$ cat config.mk
export PLATFORM = sky130hd
export DESIGN_NAME = sorted_list_insert_remove_unit_flat
export DESIGN_NICKNAME = d
export VERILOG_FILES = /design/src/hw/rtl/sli_pkg.sv /design/src/hw/rtl/sli_if.sv /design/src/hw/rtl/sli_cell.sv /design/src/hw/rtl/sorted_list_insert_remove_unit.sv /design/src/flat_wrapper.sv
export SDC_FILE = /design/constraint.sdc
export NUM_CORES = 2
export LEC_CHECK = 0
export BUFFER_PORTS_ARGS = -buffer_cell sky130_fd_sc_hd__buf_2
export CAP_MARGIN = 20
export CELL_PAD_IN_SITES_DETAIL_PLACEMENT = 0
export CELL_PAD_IN_SITES_GLOBAL_PLACEMENT = 1
export CORE_MARGIN = 4
export CORE_UTILIZATION = 46
export DETAILED_ROUTE_END_ITERATION = 6
export GPL_TIMING_DRIVEN = 0
export PLACE_DENSITY = 0.79
export SYNTH_ARGS = -nofsm -noshare
export SYNTH_HDL_FRONTEND = slang
export SYNTH_SLANG_ARGS = --single-unit
$ cat constraint.sdc
create_clock -name clk -period 16.2 [get_ports clk]
set_clock_uncertainty 0.15 [all_clocks]
set_input_delay 2.43 -clock clk [delete_from_list [all_inputs] [get_ports clk]]
set_output_delay 2.43 -clock clk [all_outputs]
set_load 0.05 [all_outputs]
$ cat src/hw/rtl/sli_pkg.sv
package sli_pkg;

    // list geometry
    localparam int CAPACITY = 16;
    localparam int VAL_W    = 32;
    localparam int OCC_W    = 5;
    localparam int CNT_W    = $clog2(CAPACITY + 1);

    typedef enum logic [0:0] {
        KIND_INSERT = 1'b0,
        KIND_REMOVE = 1'b1
    } kind_t;

    typedef enum logic [1:0] {
        ST_INSERTED  = 2'd0,
        ST_FULL      = 2'd1,
        ST_REMOVED   = 2'd2,
        ST_NOT_FOUND = 2'd3
    } status_t;

    // operation broadcast to every cell
    typedef struct packed {
        logic              ins;
        logic              rem;
        logic [VAL_W-1:0]  value;
    } cell_ctl_t;

    // what a cell shows its neighbours and the top level
    typedef struct packed {
        logic              valid;
        logic [VAL_W-1:0]  value;
        logic              ge;
        logic              hit;
        logic [VAL_W-1:0]  value_next;
    } cell_tap_t;

endpackage

$ cat src/hw/rtl/sli_if.sv
interface sli_cmd_if;
    logic                      valid;
    logic                      ready;
    logic                      kind;
    logic [sli_pkg::VAL_W-1:0] value;

    modport source (output valid, output kind, output value, input ready);
    modport sink   (input valid, input kind, input value, output ready);
endinterface

interface sli_rsp_if;
    logic                      valid;
    logic                      ready;
    logic [1:0]                status;
    logic [sli_pkg::OCC_W-1:0] occupancy;
    logic [sli_pkg::VAL_W-1:0] smallest;
    logic                      smallest_valid;

    modport source (output valid, output status, output occupancy, output smallest,
                    output smallest_valid, input ready);
    modport sink   (input valid, input status, input occupancy, input smallest,
                    input smallest_valid, output ready);
endinterface

$ cat src/hw/rtl/sli_cell.sv
module sli_cell (
    input  logic               clk,
    input  logic               rst_n,
    input  sli_pkg::cell_ctl_t ctl,
    input  sli_pkg::cell_tap_t left,
    input  sli_pkg::cell_tap_t right,
    output sli_pkg::cell_tap_t tap
);
    import sli_pkg::*;

    logic             valid_reg;
    logic             valid_next;
    logic [VAL_W-1:0] value_reg;
    logic [VAL_W-1:0] value_next;
    logic             ge;

    // empty slots count as greater than anything, so ge is a monotone mask
    assign ge = !valid_reg || ($signed(value_reg) >= $signed(ctl.value));

    // shift right on insert, shift left on remove, from the boundary onwards
    always_comb
    begin
        valid_next = valid_reg;
        value_next = value_reg;
        if (ctl.ins)
        begin
            valid_next = valid_reg || left.valid;
            if (ge)
            begin
                value_next = left.ge ? left.value : ctl.value;
            end
        end
        else if (ctl.rem && ge)
        begin
            valid_next = right.valid;
            value_next = right.value;
        end
    end

    always_ff @(posedge clk or negedge rst_n)
    begin
        if (!rst_n)
        begin
            valid_reg <= 1'b0;
        end
        else
        begin
            valid_reg <= valid_next;
        end
    end

    always_ff @(posedge clk)
    begin
        value_reg <= value_next;
    end

    // hit: first slot not below the value, and equal to it
    assign tap.valid      = valid_reg;
    assign tap.value      = value_reg;
    assign tap.ge         = ge;
    assign tap.hit        = valid_reg && !left.ge && (value_reg == ctl.value);
    assign tap.value_next = value_next;

endmodule

$ cat src/hw/rtl/sorted_list_insert_remove_unit.sv
// Sorted list of up to CAPACITY signed 32-bit values held in a row of cells,
// one value per cell, kept ascending and packed from cell 0. Every cell compares
// its own value with the request in the same cycle and takes its new value from
// itself or a neighbour, so one request is accepted per clock cycle while results
// are taken; a result is registered in the cycle after acceptance, and a new
// request is taken while that result waits if it is taken in the same cycle.
// Inserts go in front of equal entries and are dropped when the list is full;
// a remove takes the first equal entry. The list is empty after reset.
module sorted_list_insert_remove_unit (
    input  logic      clk,
    input  logic      rst_n,
    sli_cmd_if.sink   cmd,
    sli_rsp_if.source rsp
);
    import sli_pkg::*;

    cell_ctl_t        ctl;
    cell_tap_t        taps [CAPACITY];
    cell_tap_t        left_edge;
    cell_tap_t        right_edge;
    logic [CAPACITY-1:0] hit_vec;
    logic [CAPACITY-1:0] valid_vec;
    logic             accept;
    logic             full;
    logic             found;
    logic [CNT_W-1:0] count_reg;
    logic [CNT_W-1:0] count_next;
    status_t          status_next;

    logic             rsp_valid_reg;
    status_t          status_reg;
    logic [OCC_W-1:0] occ_reg;
    logic [VAL_W-1:0] smallest_reg;
    logic             smallest_valid_reg;

    assign accept    = cmd.valid && cmd.ready;
    assign cmd.ready = !rsp_valid_reg || rsp.ready;

    // edges of the row: nothing before cell 0 is ever ge, nothing past the end
    assign left_edge  = '{valid: 1'b1, value: '0, ge: 1'b0, hit: 1'b0, value_next: '0};
    assign right_edge = '{valid: 1'b0, value: '0, ge: 1'b1, hit: 1'b0, value_next: '0};

    always_comb
    begin
        for (int i = 0; i < CAPACITY; i++)
        begin
            hit_vec[i]   = taps[i].hit;
            valid_vec[i] = taps[i].valid;
        end
    end

    assign full  = taps[CAPACITY-1].valid;
    assign found = |hit_vec;

    assign ctl.value = cmd.value;
    assign ctl.ins   = accept && (kind_t'(cmd.kind) == KIND_INSERT) && !full;
    assign ctl.rem   = accept && (kind_t'(cmd.kind) == KIND_REMOVE) && found;

    // the row of cells
    for (genvar g = 0; g < CAPACITY; g++)
    begin : g_cell
        sli_cell u_cell (
            .clk   (clk),
            .rst_n (rst_n),
            .ctl   (ctl),
            .left  ((g == 0) ? left_edge : taps[(g == 0) ? 0 : g - 1]),
            .right ((g == CAPACITY - 1) ? right_edge
                                        : taps[(g == CAPACITY - 1) ? g : g + 1]),
            .tap   (taps[g])
        );
    end

    // status and occupancy
    always_comb
    begin
        count_next = count_reg;
        if (kind_t'(cmd.kind) == KIND_INSERT)
        begin
            status_next = full ? ST_FULL : ST_INSERTED;
        end
        else
        begin
            status_next = found ? ST_REMOVED : ST_NOT_FOUND;
        end
        if (ctl.ins)
        begin
            count_next = count_reg + 1'b1;
        end
        else if (ctl.rem)
        begin
            count_next = count_reg - 1'b1;
        end
    end

    always_ff @(posedge clk or negedge rst_n)
    begin
        if (!rst_n)
        begin
            count_reg     <= '0;
            rsp_valid_reg <= 1'b0;
        end
        else
        begin
            count_reg <= count_next;
            if (accept)
            begin
                rsp_valid_reg <= 1'b1;
            end
            else if (rsp.ready)
            begin
                rsp_valid_reg <= 1'b0;
            end
        end
    end

    // result register
    always_ff @(posedge clk)
    begin
        if (accept)
        begin
            status_reg         <= status_next;
            occ_reg            <= OCC_W'(count_next);
            smallest_valid_reg <= (count_next != '0);
            smallest_reg       <= (count_next != '0) ? taps[0].value_next : '0;
        end
    end

    assign rsp.valid          = rsp_valid_reg;
    assign rsp.status         = status_reg;
    assign rsp.occupancy      = occ_reg;
    assign rsp.smallest       = smallest_reg;
    assign rsp.smallest_valid = smallest_valid_reg;

    // occupied cells form a prefix and match the count
    a_prefix: assert property (@(posedge clk) disable iff (!rst_n)
        ((valid_vec + 1'b1) & valid_vec) == '0)
        else $error("occupied cells are not a prefix");

    a_count: assert property (@(posedge clk) disable iff (!rst_n)
        $countones(valid_vec) == count_reg)
        else $error("count disagrees with occupied cells");

    a_order: assert property (@(posedge clk) disable iff (!rst_n)
        taps[1].valid |-> ($signed(taps[0].value) <= $signed(taps[1].value)))
        else $error("head entries out of order");

    a_insert: assert property (@(posedge clk) disable iff (!rst_n)
        ctl.ins |=> (count_reg == $past(count_reg) + 1'b1))
        else $error("insert did not grow the list");

    a_one_hit: assert property (@(posedge clk) disable iff (!rst_n)
        $onehot0(hit_vec))
        else $error("more than one boundary hit");

endmodule

$ cat src/flat_wrapper.sv
// flat-port wrapper written by rule: the top's interface ports become plain ports
module sorted_list_insert_remove_unit_flat import sli_pkg::*;
  (clk, rst_n, cmd_valid, cmd_kind, cmd_value, cmd_ready, rsp_valid, rsp_status, rsp_occupancy, rsp_smallest, rsp_smallest_valid, rsp_ready);
  sli_cmd_if cmd_i ();
  sli_rsp_if rsp_i ();
  input  logic clk;
  input  logic rst_n;
  input wire logic [$bits(cmd_i.valid)-1:0] cmd_valid;
  input wire logic [$bits(cmd_i.kind)-1:0] cmd_kind;
  input wire logic [$bits(cmd_i.value)-1:0] cmd_value;
  output wire logic [$bits(cmd_i.ready)-1:0] cmd_ready;
  output wire logic [$bits(rsp_i.valid)-1:0] rsp_valid;
  output wire logic [$bits(rsp_i.status)-1:0] rsp_status;
  output wire logic [$bits(rsp_i.occupancy)-1:0] rsp_occupancy;
  output wire logic [$bits(rsp_i.smallest)-1:0] rsp_smallest;
  output wire logic [$bits(rsp_i.smallest_valid)-1:0] rsp_smallest_valid;
  input wire logic [$bits(rsp_i.ready)-1:0] rsp_ready;
  assign cmd_i.valid = cmd_valid;
  assign cmd_i.kind = cmd_kind;
  assign cmd_i.value = cmd_value;
  assign cmd_ready = cmd_i.ready;
  assign rsp_valid = rsp_i.valid;
  assign rsp_status = rsp_i.status;
  assign rsp_occupancy = rsp_i.occupancy;
  assign rsp_smallest = rsp_i.smallest;
  assign rsp_smallest_valid = rsp_i.smallest_valid;
  assign rsp_i.ready = rsp_ready;
  sorted_list_insert_remove_unit u_core (.clk(clk), .rst_n(rst_n), .cmd(cmd_i), .rsp(rsp_i));
endmodule
==> qor.csv <==
metric,value,unit
max_freq,112.9,MHz
drive_gt1_share,6.185,%
post-cts-setup-buffers,0,
grt-ovfl-total,0,
pin_count,79,
cts_made_buffers,69,
worst_slew_pin_slew,1228,ps
grt_antenna_before_repair,6,
grtUsageTotal,32.50,%
slew_violations,0,
grt_pass1_wl,219900,um
ys_ff_latch,574,
vdd_ir_drop_max,0.00008711,V
fin_crit,8859,ps
endpoint_kind,flop,
cts_tree,built,
status,finished clean,
area_delta_synth_final,11.89,%
ant_nets,0,
yosys_warnings,0,
synth_edf_count,520,
post-route-util,51.99,%
path_clk_slew,60,ps
min_path_type,reg2reg,
wl_per_cell,26.62,um
synth_cells,4356,
start_util,46.46,%
htreeDepth,3,
wl,152900,um
startpoint_type,primary input,
num_vias,36260,
hold_buffers,0,
initialDrtViolationCount,4395,
clock_latency,640,ps
synth_area_per_cell,9.111,um2
ys_seq_area_share,42.35,%
synth-main-ff-cell,edfxtp_1,
die_height,301.7,um
grt_start_max_net_pins,42,
async_reset_ff_share,3.833,%
setup_violations,0,
largest_register_ffs,512,
maxCapViolCount,0,
fp-row-count,107,
numPortBuffers,78,
rsz0062_at_grt,no,
power.leakage,18.19,nW
fin_setup_tns,0,ps
cts_num_sinks,574,
drc_errors,0,
slew_headroom,18.13,%
hpwlAfterDp,118000,um
gp_congestion,0.9741,
dr.pass1.iters,6,
powerDensity,125.4,nW/um2
root_buffer,clkbuf_16,
final_area,44400,um2
num-nets-final,5088,
dieArea,91040,um2
path_class,in2reg,
fillCellCount,8200,
worstPathMaxFanout,25,
ys_types,86,
die_x,301.7,um
vias_per_cell,6.313,
synth_nets,4907,
dpl-instance-area,42160,um2
netlist_area,39690,um2
cp.required,16390,ps
clockBufferDepth,3,
first_global_vias,34580,
timing.final.crit_share,54.69,%
cp.arrival,9050,ps
whs,387.1,ps
core-area,85410,um2
hold_viol,0,
cts_resized,0,
[cell type report]
class / count / area, um2 / share of cell area [%]
clock buffers: 90 / 1878 / 4.229
repair buffers: 110 / 1002 / 2.257
flip-flops and latches: 574 / 16810 / 37.85
inverters: 82 / 307.8 / 0.6932
well taps: 1144 / 1431 / 3.224
multi-input cells: 3444 / 21610 / 48.67
clock inverters: 36 / 329.1 / 0.7411
diodes: 8 / 20.02 / 0.04508
plain buffers: 256 / 1017 / 2.291
[metal layers]
layer	global-route usage (%)	vias to the layer above	part of all wire (%)
li1	-	16550	-
met1	42.24	17630	40
met2	53.01	1728	46
met3	7.825	356	9.4
met4	11.68	2	3.8
met5	0	-	0.0085
[worst max-delay path, stage by stage]
cell,delay (ps)
buf_2,220
inv_1,230
clkbuf_2,620
ha_1,700
nand4_1,210
nor4_1,760
nand3_1,410
nor2_1,280
nand4_1,120
o2111ai_1,410
nor4_1,150
and4_4,200
a211oi_4,690
clkbuf_1,540
and2_1,770
buf_16,240
[power breakdown]
part | switching (mW) | internal, mW
logic | 1.36 | 0.599
registers | 0.167 | 1.87
clock network | 0.695 | 0.877
total | 2.23 | 3.34
[synth_stat cells (all sizes together) (5+ instances only)]
library cell / n / area share, %
a21oi: 599 / 7.6
nand2: 593 / 5.6
edfxtp: 520 / 39
ha: 514 / 16
nor2: 511 / 4.8
o21ai: 483 / 6.1
clkbuf: 242 / 2.3
nand4: 101 / 1.6
inv: 82 / 0.78
mux2i: 61 / 1.5
a21o: 60 / 1.1
nand3: 59 / 0.74
a31oi: 41 / 0.66
a21boi: 40 / 0.76
a22oi: 33 / 0.62
o2bb2ai: 33 / 0.73
and4: 32 / 0.71
dfxtp: 32 / 1.6
nor3: 24 / 0.32
nor4: 24 / 0.45
nor2b: 23 / 0.36
dfrtp: 22 / 1.4
and2: 18 / 0.28
nand2b: 16 / 0.25
o211ai: 16 / 0.30
buf: 14 / 0.18
a221oi: 13 / 0.29
and3: 13 / 0.22
a211oi: 12 / 0.29
a221o: 11 / 0.28
xnor2: 10 / 0.22
or4: 9 / 0.18
o31ai: 8 / 0.16
or3: 8 / 0.13
o21a: 6 / 0.11
a2111o: 5 / 0.14
o2111ai: 5 / 0.11
[stage by stage]
| step | power (mW) | worst slack, ps | cells |
|---|---|---|---|
| 5_1_grt | 5.833 | 7198 | 5736 |
| 4_1_cts | 5.528 | 7617 | 5734 |
| 3_5_place_dp | 3.965 | 6973 | 5608 |
| 3_3_place_gp | 3.907 | 4757 | 5578 |
| 2_1_floorplan | 3.297 | 7914 | 4356 |
| 6_report | 5.567 | 7341 | 5744 |
[cells by family after synthesis]
group,Yosys count,synth area share (%)
mux,64,1.624
flops,574,42.35
compound gates,1403,20.20
simple gates,1451,16.12
xor+xnor,12,0.2648
buf+inv,338,3.241
fa+ha+maj,514,16.21
[layout by cell type (no fill, tap or decap), drive strengths merged, types with 5 or more instances in the layout]
master / count
a21oi: 599
nand2: 593
edfxtp: 520
ha: 514
nor2: 511
o21ai: 483
clkbuf: 334
buf: 122
nand4: 101
inv: 87
mux2i: 61
a21o: 60
nand3: 59
a31oi: 41
a21boi: 40
o2bb2ai: 33
a22oi: 33
dfxtp: 32
and4: 32
clkinv: 25
nor3: 24
nor4: 24
nor2b: 23
dfrtp: 22
and2: 18
nand2b: 16
o211ai: 16
a221oi: 13
and3: 13
a211oi: 12
a221o: 11
xnor2: 10
or4: 9
diode: 8
or3: 8
o31ai: 8
o21a: 6
a2111o: 5
o2111ai: 5
[worst paths after layout]
path                                                            startpoint                                         endpoint  slack [ps]  cells after the start
setup / recovery                                             cmd_value[31]  u_core.g_cell[14].u_cell.value_reg[4]$_DFFE_PP_        7340                     16
hold reg to reg              u_core.g_cell[0].u_cell.value_reg[21]$_DFF_P_    u_core.g_cell[0].u_cell.value_reg[21]$_DFF_P_         390                      1
min in group asynchronous                                            rst_n                    u_core.count_reg[3]$_DFF_PN0_        1640                      1
setup reg to reg           u_core.g_cell[4].u_cell.value_reg[31]$_DFFE_PP_  u_core.g_cell[14].u_cell.value_reg[4]$_DFFE_PP_       10070                     13
hold / removal               u_core.g_cell[0].u_cell.value_reg[21]$_DFF_P_    u_core.g_cell[0].u_cell.value_reg[21]$_DFF_P_         390                      1
max in group asynchronous                                            rst_n    u_core.g_cell[4].u_cell.valid_reg$_DFFE_PN0P_       13830                      1
Note: power is estimated with default switching activity, not from simulation.
